### src/hw/rtl/conv3x3_kernel_filter_assert.svh
// Assertion macros shared by the 3x3 convolution filter RTL.
// Depends on nothing; include by bare file name where assertions are written.
`ifndef CONV3X3_KERNEL_FILTER_ASSERT_SVH
`define CONV3X3_KERNEL_FILTER_ASSERT_SVH

// Invariant that must hold at every clock edge outside reset.
`define C3KF_ASSERT_HOLDS(label, clk, rstn, expr) \
    label: assert property (@(posedge clk) disable iff (!(rstn)) (expr)) \
        else $error("invariant violated");

// Same-cycle implication.
`define C3KF_ASSERT_IMPLIES(label, clk, rstn, ante, cons) \
    label: assert property (@(posedge clk) disable iff (!(rstn)) (ante) |-> (cons)) \
        else $error("implication violated");

// Next-cycle implication.
`define C3KF_ASSERT_NEXT(label, clk, rstn, ante, cons) \
    label: assert property (@(posedge clk) disable iff (!(rstn)) (ante) |=> (cons)) \
        else $error("next-cycle implication violated");

`endif

### src/hw/rtl/c3kf_pkg.sv
// Shared types and constants of the 3x3 convolution filter.
// Depends on nothing; used by the kernel ALU and the top-level filter.
`default_nettype none

package c3kf_pkg;

    localparam int PIX_W       = 8;
    localparam int CFG_W       = 12;
    localparam int MAX_WIDTH   = 2048;
    localparam int KERNEL_SIZE = 3;
    localparam int WIN_TAPS    = KERNEL_SIZE * KERNEL_SIZE;
    localparam int CENTER_TAP  = KERNEL_SIZE + 1;
    localparam int RING_DEPTH  = 2 * MAX_WIDTH;
    localparam int RING_AW     = $clog2(RING_DEPTH);
    localparam int COL_W       = $clog2(MAX_WIDTH);
    localparam int ROW_W       = CFG_W;
    localparam int EMIT_W      = 2 * CFG_W - 1;
    localparam int FED_W       = 2 * CFG_W;

    typedef logic [PIX_W-1:0]    pix_t;
    typedef logic [CFG_W-1:0]    cfg_t;
    typedef logic [1:0]          cfg_index_t;
    typedef logic [RING_AW-1:0]  addr_t;
    typedef logic [RING_AW:0]    ring_t;
    typedef logic [COL_W-1:0]    col_t;
    typedef logic [ROW_W-1:0]    row_t;
    typedef logic [EMIT_W-1:0]   emit_t;
    typedef logic [FED_W-1:0]    fed_t;
    typedef pix_t [WIN_TAPS-1:0] window_t;

    localparam cfg_index_t CFG_IDX_WIDTH  = 2'd0;
    localparam cfg_index_t CFG_IDX_HEIGHT = 2'd1;
    localparam cfg_index_t CFG_IDX_KERNEL = 2'd2;

    localparam cfg_t RESET_WIDTH  = 12'd640;
    localparam cfg_t RESET_HEIGHT = 12'd480;

    localparam logic MODE_PIXEL = 1'b0;
    localparam logic MODE_FLUSH = 1'b1;

    // floor(s / 9) == (s * 7282) >> 16 for every s below 32768
    localparam logic [12:0] DIV9_MULT  = 13'd7282;
    localparam int          DIV9_SHIFT = 16;

    localparam pix_t PIX_MAX = 8'd255;

    typedef enum logic [1:0] {
        KERNEL_BOX,
        KERNEL_GAUSS,
        KERNEL_OUTLINE,
        KERNEL_EMBOSS
    } kernel_t;

    typedef struct packed {
        logic mode;
        pix_t pixel_in;
    } in_word_t;

    typedef struct packed {
        pix_t pixel_out;
        logic frame_end;
    } out_word_t;

    typedef struct packed {
        kernel_t kernel;
        logic    border;
    } alu_ctl_t;

endpackage

`default_nettype wire

### src/hw/rtl/c3kf_kernel_alu.sv
// Kernel datapath: box, Gaussian, outline and emboss over the 3x3 window,
// clamped to a byte, with border pass-through. Depends on c3kf_pkg.
`default_nettype none

module c3kf_kernel_alu (
    input  c3kf_pkg::window_t  win,
    input  c3kf_pkg::alu_ctl_t ctl,
    output c3kf_pkg::pix_t     pix
);

    function automatic c3kf_pkg::pix_t clamp_byte(input logic signed [12:0] v);
        c3kf_pkg::pix_t r;
        if (v < 0) begin
            r = '0;
        end else if (v > $signed({5'b0, c3kf_pkg::PIX_MAX})) begin
            r = c3kf_pkg::PIX_MAX;
        end else begin
            r = v[7:0];
        end
        return r;
    endfunction

    logic [9:0]         corner_sum;
    logic [9:0]         side_sum;
    logic [11:0]        box_sum;
    logic [24:0]        box_prod;
    logic [11:0]        gauss_sum;
    logic [11:0]        center_x9;
    logic signed [12:0] outline_val;
    logic [10:0]        emb_pos;
    logic [9:0]         emb_neg;
    logic signed [11:0] emboss_val;
    c3kf_pkg::pix_t     conv_pix;

    always_comb begin
        corner_sum = {2'b0, win[0]} + {2'b0, win[2]} + {2'b0, win[6]} + {2'b0, win[8]};
        side_sum   = {2'b0, win[1]} + {2'b0, win[3]} + {2'b0, win[5]} + {2'b0, win[7]};
        box_sum    = {2'b0, corner_sum} + {2'b0, side_sum} + {4'b0, win[4]};
        box_prod   = {13'b0, box_sum} * {12'b0, c3kf_pkg::DIV9_MULT};
        gauss_sum  = {2'b0, corner_sum} + {1'b0, side_sum, 1'b0} + {2'b0, win[4], 2'b0};
        // 9*center - sum of all taps is 8*center minus the neighbours
        center_x9   = {1'b0, win[4], 3'b0} + {4'b0, win[4]};
        outline_val = $signed({1'b0, center_x9}) - $signed({1'b0, box_sum});
        emb_pos     = {3'b0, win[4]} + {3'b0, win[5]} + {3'b0, win[7]} + {2'b0, win[8], 1'b0};
        emb_neg     = {1'b0, win[0], 1'b0} + {2'b0, win[1]} + {2'b0, win[3]};
        emboss_val  = $signed({1'b0, emb_pos}) - $signed({2'b0, emb_neg});

        unique case (ctl.kernel)
            c3kf_pkg::KERNEL_BOX:     conv_pix = box_prod[c3kf_pkg::DIV9_SHIFT +: 8];
            c3kf_pkg::KERNEL_GAUSS:   conv_pix = gauss_sum[11:4];
            c3kf_pkg::KERNEL_OUTLINE: conv_pix = clamp_byte(outline_val);
            c3kf_pkg::KERNEL_EMBOSS:  conv_pix = clamp_byte({emboss_val[11], emboss_val});
        endcase

        pix = ctl.border ? win[c3kf_pkg::CENTER_TAP] : conv_pix;
    end

endmodule

`default_nettype wire

### config.mk
export PLATFORM = sky130hd
export DESIGN_NAME = c3kf_kernel_alu
export DESIGN_NICKNAME = d
export VERILOG_FILES = /design/src/hw/rtl/conv3x3_kernel_filter_assert.svh /design/src/hw/rtl/c3kf_pkg.sv /design/src/hw/rtl/c3kf_kernel_alu.sv
export SDC_FILE = /design/constraint.sdc
export NUM_CORES = 1
export LEC_CHECK = 0
export BUFFER_PORTS_ARGS = -buffer_cell sky130_fd_sc_hd__buf_2
export CAP_MARGIN = 20
export CORE_MARGIN = 3
export CORE_UTILIZATION = 40
export DETAILED_ROUTE_END_ITERATION = 12
export SYNTH_ARGS = -nofsm -noshare
export SYNTH_HDL_FRONTEND = slang
export SYNTH_SLANG_ARGS = --single-unit
### constraint.sdc
create_clock -name vclk -period 29.1
set_clock_uncertainty 0.05 [all_clocks]
set_input_delay 1.455 -clock vclk [all_inputs]
set_output_delay 1.455 -clock vclk [all_outputs]
set_load 0.02 [all_outputs]
Word level (Yosys, flattened, before mapping). Cells that the tools add are included.

Register bits: 0. Input port bits: 75. Output and inout port bits: 8. Word-level logic and storage cells: 33.

Add/sub/neg operators: 18. Multiply operators: 1. Magnitude comparators: 4. Equal/unequal tests: 3. Mux-type cells: 6. Reduce and logical (&&, ||, !) cells: 1.

Operator list (number): adder 9 x 8 -> 10 bit (4); 2-to-1 mux 8 bit (5); case mux 8 bit (4 select lines) (1); adder 10 x 8 -> 10 bit (3); adder 8 x 8 -> 9 bit (3); adder 11 x 8 -> 12 bit (2); multiplier 12 x 12 -> 23 bit, second input constant (1); greater-than comparator 13 x 9 -> 1 bit, second input constant (1); < comparator 13 x 1 -> 1 bit, second input constant (1); subtractor 12 x 12 -> 13 bit (1); adder 10 x 11 -> 12 bit (1); adder 12 x 10 -> 12 bit (1); greater-than comparator 12 x 9 -> 1 bit, second input constant (1); < comparator 12 x 1 -> 1 bit, second input constant (1); subtractor 11 x 10 -> 12 bit (1); adder 10 x 10 -> 11 bit (1); adder 10 x 9 -> 11 bit (1); == test 2 bit, second input constant (2); == test 2 x 1 -> 1 bit, second input constant (1); logical NOT 2 bit (1).

Depth between registers and ports, before layout.
Depth in word-level cells: 11. Depth in mapped cells: 38. Gate-level depth less buffers: 38.

Worst setup path after synthesis. No wires, ideal clock.

Path type: input -> output. Start: input win[9] (netlist name). End: output pix[6]. Arrival: 10.171 ns. Data required time: 27.595 ns. Setup slack: 17.424 ns. Stages: 37. Path buffers: 0. Cells stage by stage: inv_1 -> fa_1 -> inv_1 -> fa_1 -> ha_1 -> inv_1 -> fa_1 -> inv_1 -> a21oi_1 -> o21ai_0 -> a21oi_1 -> o21bai_1 -> xnor2_1 -> fa_1 -> inv_1 -> ha_1 -> xnor2_1 -> xnor2_1 -> ha_1 -> a21o_1 -> ha_1 -> inv_1 -> fa_1 -> inv_1 -> fa_1 -> inv_1 -> fa_1 -> inv_1 -> ha_1 -> a211oi_1 -> nand2_1 -> and3_1 -> a311o_2 -> a2111o_1 -> a31oi_4 -> mux2i_1 -> a32oi_1.

Cells in the longest elaborated chain, start to end: 11. Elaborated cells on any way between the ends: 22. Those cells by class: add/sub (11); mul (1); order compare (4); mux (6).

RTL lines: start, declared (RTL line c3kf_kernel_alu.sv:6) `input c3kf_pkg::window_t win,`; adder 8 x 8 -> 9 bit (RTL line c3kf_kernel_alu.sv:37) `side_sum = {2'b0, win[1]} + {2'b0, win[3]} + {2'b0, win[5]} + {2'b0, win[7]};`; adder 9 x 8 -> 10 bit (RTL line c3kf_kernel_alu.sv:37); adder 10 x 8 -> 10 bit (RTL line c3kf_kernel_alu.sv:37); adder 10 x 10 -> 11 bit (RTL line c3kf_kernel_alu.sv:38) `box_sum = {2'b0, corner_sum} + {2'b0, side_sum} + {4'b0, win[4]};`; adder 11 x 8 -> 12 bit (RTL line c3kf_kernel_alu.sv:38); subtractor 12 x 12 -> 13 bit (RTL line c3kf_kernel_alu.sv:43) `outline_val = $signed({1'b0, center_x9}) - $signed({1'b0, box_sum});`; greater-than comparator 13 x 9 -> 1 bit (RTL line c3kf_kernel_alu.sv:15) `end else if (v > $signed({5'b0, c3kf_pkg::PIX_MAX})) begin`; 2-to-1 mux 8 bit (RTL line c3kf_kernel_alu.sv:15); 2-to-1 mux 8 bit (RTL line c3kf_kernel_alu.sv:13) `if (v < 0) begin`; case mux 8 bit (4 select lines) * (RTL line c3kf_kernel_alu.sv:48) `unique case (ctl.kernel)`; 2-to-1 mux 8 bit * (RTL line c3kf_kernel_alu.sv:55) `pix = ctl.border ? win[c3kf_pkg::CENTER_TAP] : conv_pix;`; end, declared (RTL line c3kf_kernel_alu.sv:8) `output c3kf_pkg::pix_t pix`.

Mark *: on every way between the ends. The rest lies on a longest branch, timed or not.

Worst setup path in the final report.
Start: input win[9] (netlist name). End: output pix[7].

Same word-level chain as after synthesis.

==> summary.txt <==
Run status
  – Outcome: finished, final reports clean

Cells and area
  – # fillers: 1744
  – Clock tree buffer count of the final layout: 0
  – Final net count: between 1000 and 1500
  – Most frequent cells in the layout: inv_1, ha_1, fa_1, buf_2, xnor2_1
  – Commonest non-fill, non-tap cell in the layout: inv_1
  – Number of sequential cells: 0
  – Layout area overhead: 9.77%
  – Register area: 0 um2
  – Multi-input gate area: between 6000 and 7000 um2
  – # diodes: 0
  – Share of cells above drive strength 1: about a tenth

Timing
  – Worst slew margin: a little under a quarter
  – Final setup viols: 0
  – Setup TNS: 0 ns
  – Final worst path period share: between 40% and 50%
  – RSZ-0062 raised after global routing: no
  – Min Clock Period, post-route: approximately 13 ns
  – Slew Viols, Final: 0
  – Max frequency: approximately 80 MHz
  – Worst-Margin Slew: approximately 1.1 ns
  – Final hold vios: 0

GRT
  – Largest net degree at the start of global routing: 13
  – Global-route wire length before repair: between 20000 and 30000 um
  – Grt ovf: 0
  – Initial antenna violation count: 0
  – Vias in the first global route: 5527
  – GRT Resource Usage Total: ~17%

Critical path
  – Critical-path top delay cell: xnor2_1
  – Critical Path Source Type: input port
  – Top delay family on crit path: adder cells
  – CP max stage delay: approximately 0.84 ns
  – Crit path required time: around 28 ns
  – Critical path peak fanout: 9
  – Most frequent CP cell: inv_1
  – Crit path kind: input port to output port
  – Critical path arrival: about 11 ns
  – CP endpoint kind: output port
  – Worst path bufs/invs: 11

Place
  – GP Congestion: 0.903
  – Dpl hpwl: ~15000 um
  – PortBufs: 83

Drt
  – # DRC: 0
  – Detail Route Antenna Nets: 0
  – Routed WL: approximately 16000 um
  – Vias: between 5000 and 6000
  – Initial DRT Pass Iterations: 5
  – DR WL/cell: between 10 and 15 um
  – Initial drt markers: about 260
  – Via density: 4.87

Synth
  – Distinct cells, synth: 52
  – Syn Area/Cell: a little under 9 um2
  – Post-Syn Instances: 797
  – Yosys warns: 0
  – Mapped cell area: between 6000 and 7000 um2
  – Syn_nets: between 1000 and 1500
  – Sequential share of the synthesized area: 0%

Clock network
  – CTS resizes: 0
  – # hold bufs at CTS: 0
  – Setup Buffers After CTS: 0

Job
  – Max-cap violations: 0

Floorplan
  – Die height: roughly 140 um
  – DIE AREA: around 19000 um2
  – # IOs: slightly above 80
  – Number of core rows: 47
  – Chip width: between 100 and 150 um
  – Initial core utilization: 41.3%
  – Core box area: between 15000 and 20000 um2

Min path
  – Hold Path Class: input port to output port
## synthesized netlist by cell type, types with 2 or more instances
cell type / count / area share (%)
a211oi_1: 3 / 0.32
a21o_1: 14 / 1.5
a21o_2: 3 / 0.38
a21oi_1: 31 / 2.2
a221oi_1: 5 / 0.63
a31oi_1: 2 / 0.18
a32oi_1: 4 / 0.50
a41oi_1: 2 / 0.25
and2_1: 2 / 0.18
and3_1: 7 / 0.63
clkbuf_1: 3 / 0.16
fa_1: 118 / 34
ha_1: 140 / 25
inv_1: 243 / 13
mux2i_1: 5 / 0.72
nand2_1: 26 / 1.4
nand2b_1: 9 / 0.81
nand3_1: 15 / 1.1
nor2_1: 22 / 1.2
nor2b_1: 6 / 0.54
nor3_1: 8 / 0.58
nor3b_1: 3 / 0.32
o211ai_1: 2 / 0.22
o21a_1: 3 / 0.32
o21ai_0: 30 / 2.2
o21bai_1: 6 / 0.65
o22ai_1: 3 / 0.27
o311a_1: 3 / 0.43
o31ai_1: 2 / 0.22
o41ai_1: 2 / 0.25
or3_1: 3 / 0.27
xnor2_1: 34 / 4.3
xor2_1: 19 / 2.4
## cells by family after synthesis
logic type,Yosys count,synth area share [%]
AND/OR/NAND/NOR,109,7.90
adder cells (fa/ha/maj),258,59.2
AO/OA/AOI/OAI,126,12.2
multiplexers,5,0.720
XOR/XNOR,53,6.68
buffers and inverters,246,13.3
## layout make-up
class,instances,share of cell area (%)
timing repair buffer,83,5.44
multi-input combinational,551,79.0
inverter,243,12.0
tap,220,3.61
## metrics by stage
| step | setup WS (ns) | cell area (um2) | utilization (%) | instances | hold slack, ns |
|---|---|---|---|---|---|
| after floorplan | 17.42 | 6950 | - | 797 | 3.04 |
| after global placement | 16.72 | 7630 | 45.4 | 1097 | 3.35 |
| after detailed placement | 16.57 | 7630 | 45.4 | 1097 | 3.34 |
| after CTS | 16.51 | 7630 | 45.4 | 1097 | 3.34 |
| after global routing | 15.89 | 7630 | 45.4 | 1097 | 3.39 |
| final | 16.56 | 7630 | 45.4 | 1097 | 3.34 |
## routing by layer
layer / track usage, % / vias to the layer above / routed length, um
met3: 1.28 / 4 / 739
met2: 27.1 / 102 / 6860
met1: 27.1 / 2543 / 7970
met4: 0.604 / 0 / 64
met5: 0 / - / 0
li1: - / 2694 / -
## path summary, 6_finish.rpt
kind,cells past startpoint,slack (ns),from,endpoint
max,39,16.56,win[9],pix[7]
min,3,3.34,ctl[0],pix[6]
Power is not shown: default switching activity piles up to over one toggle a cycle in this logic, so the estimate is an artifact.
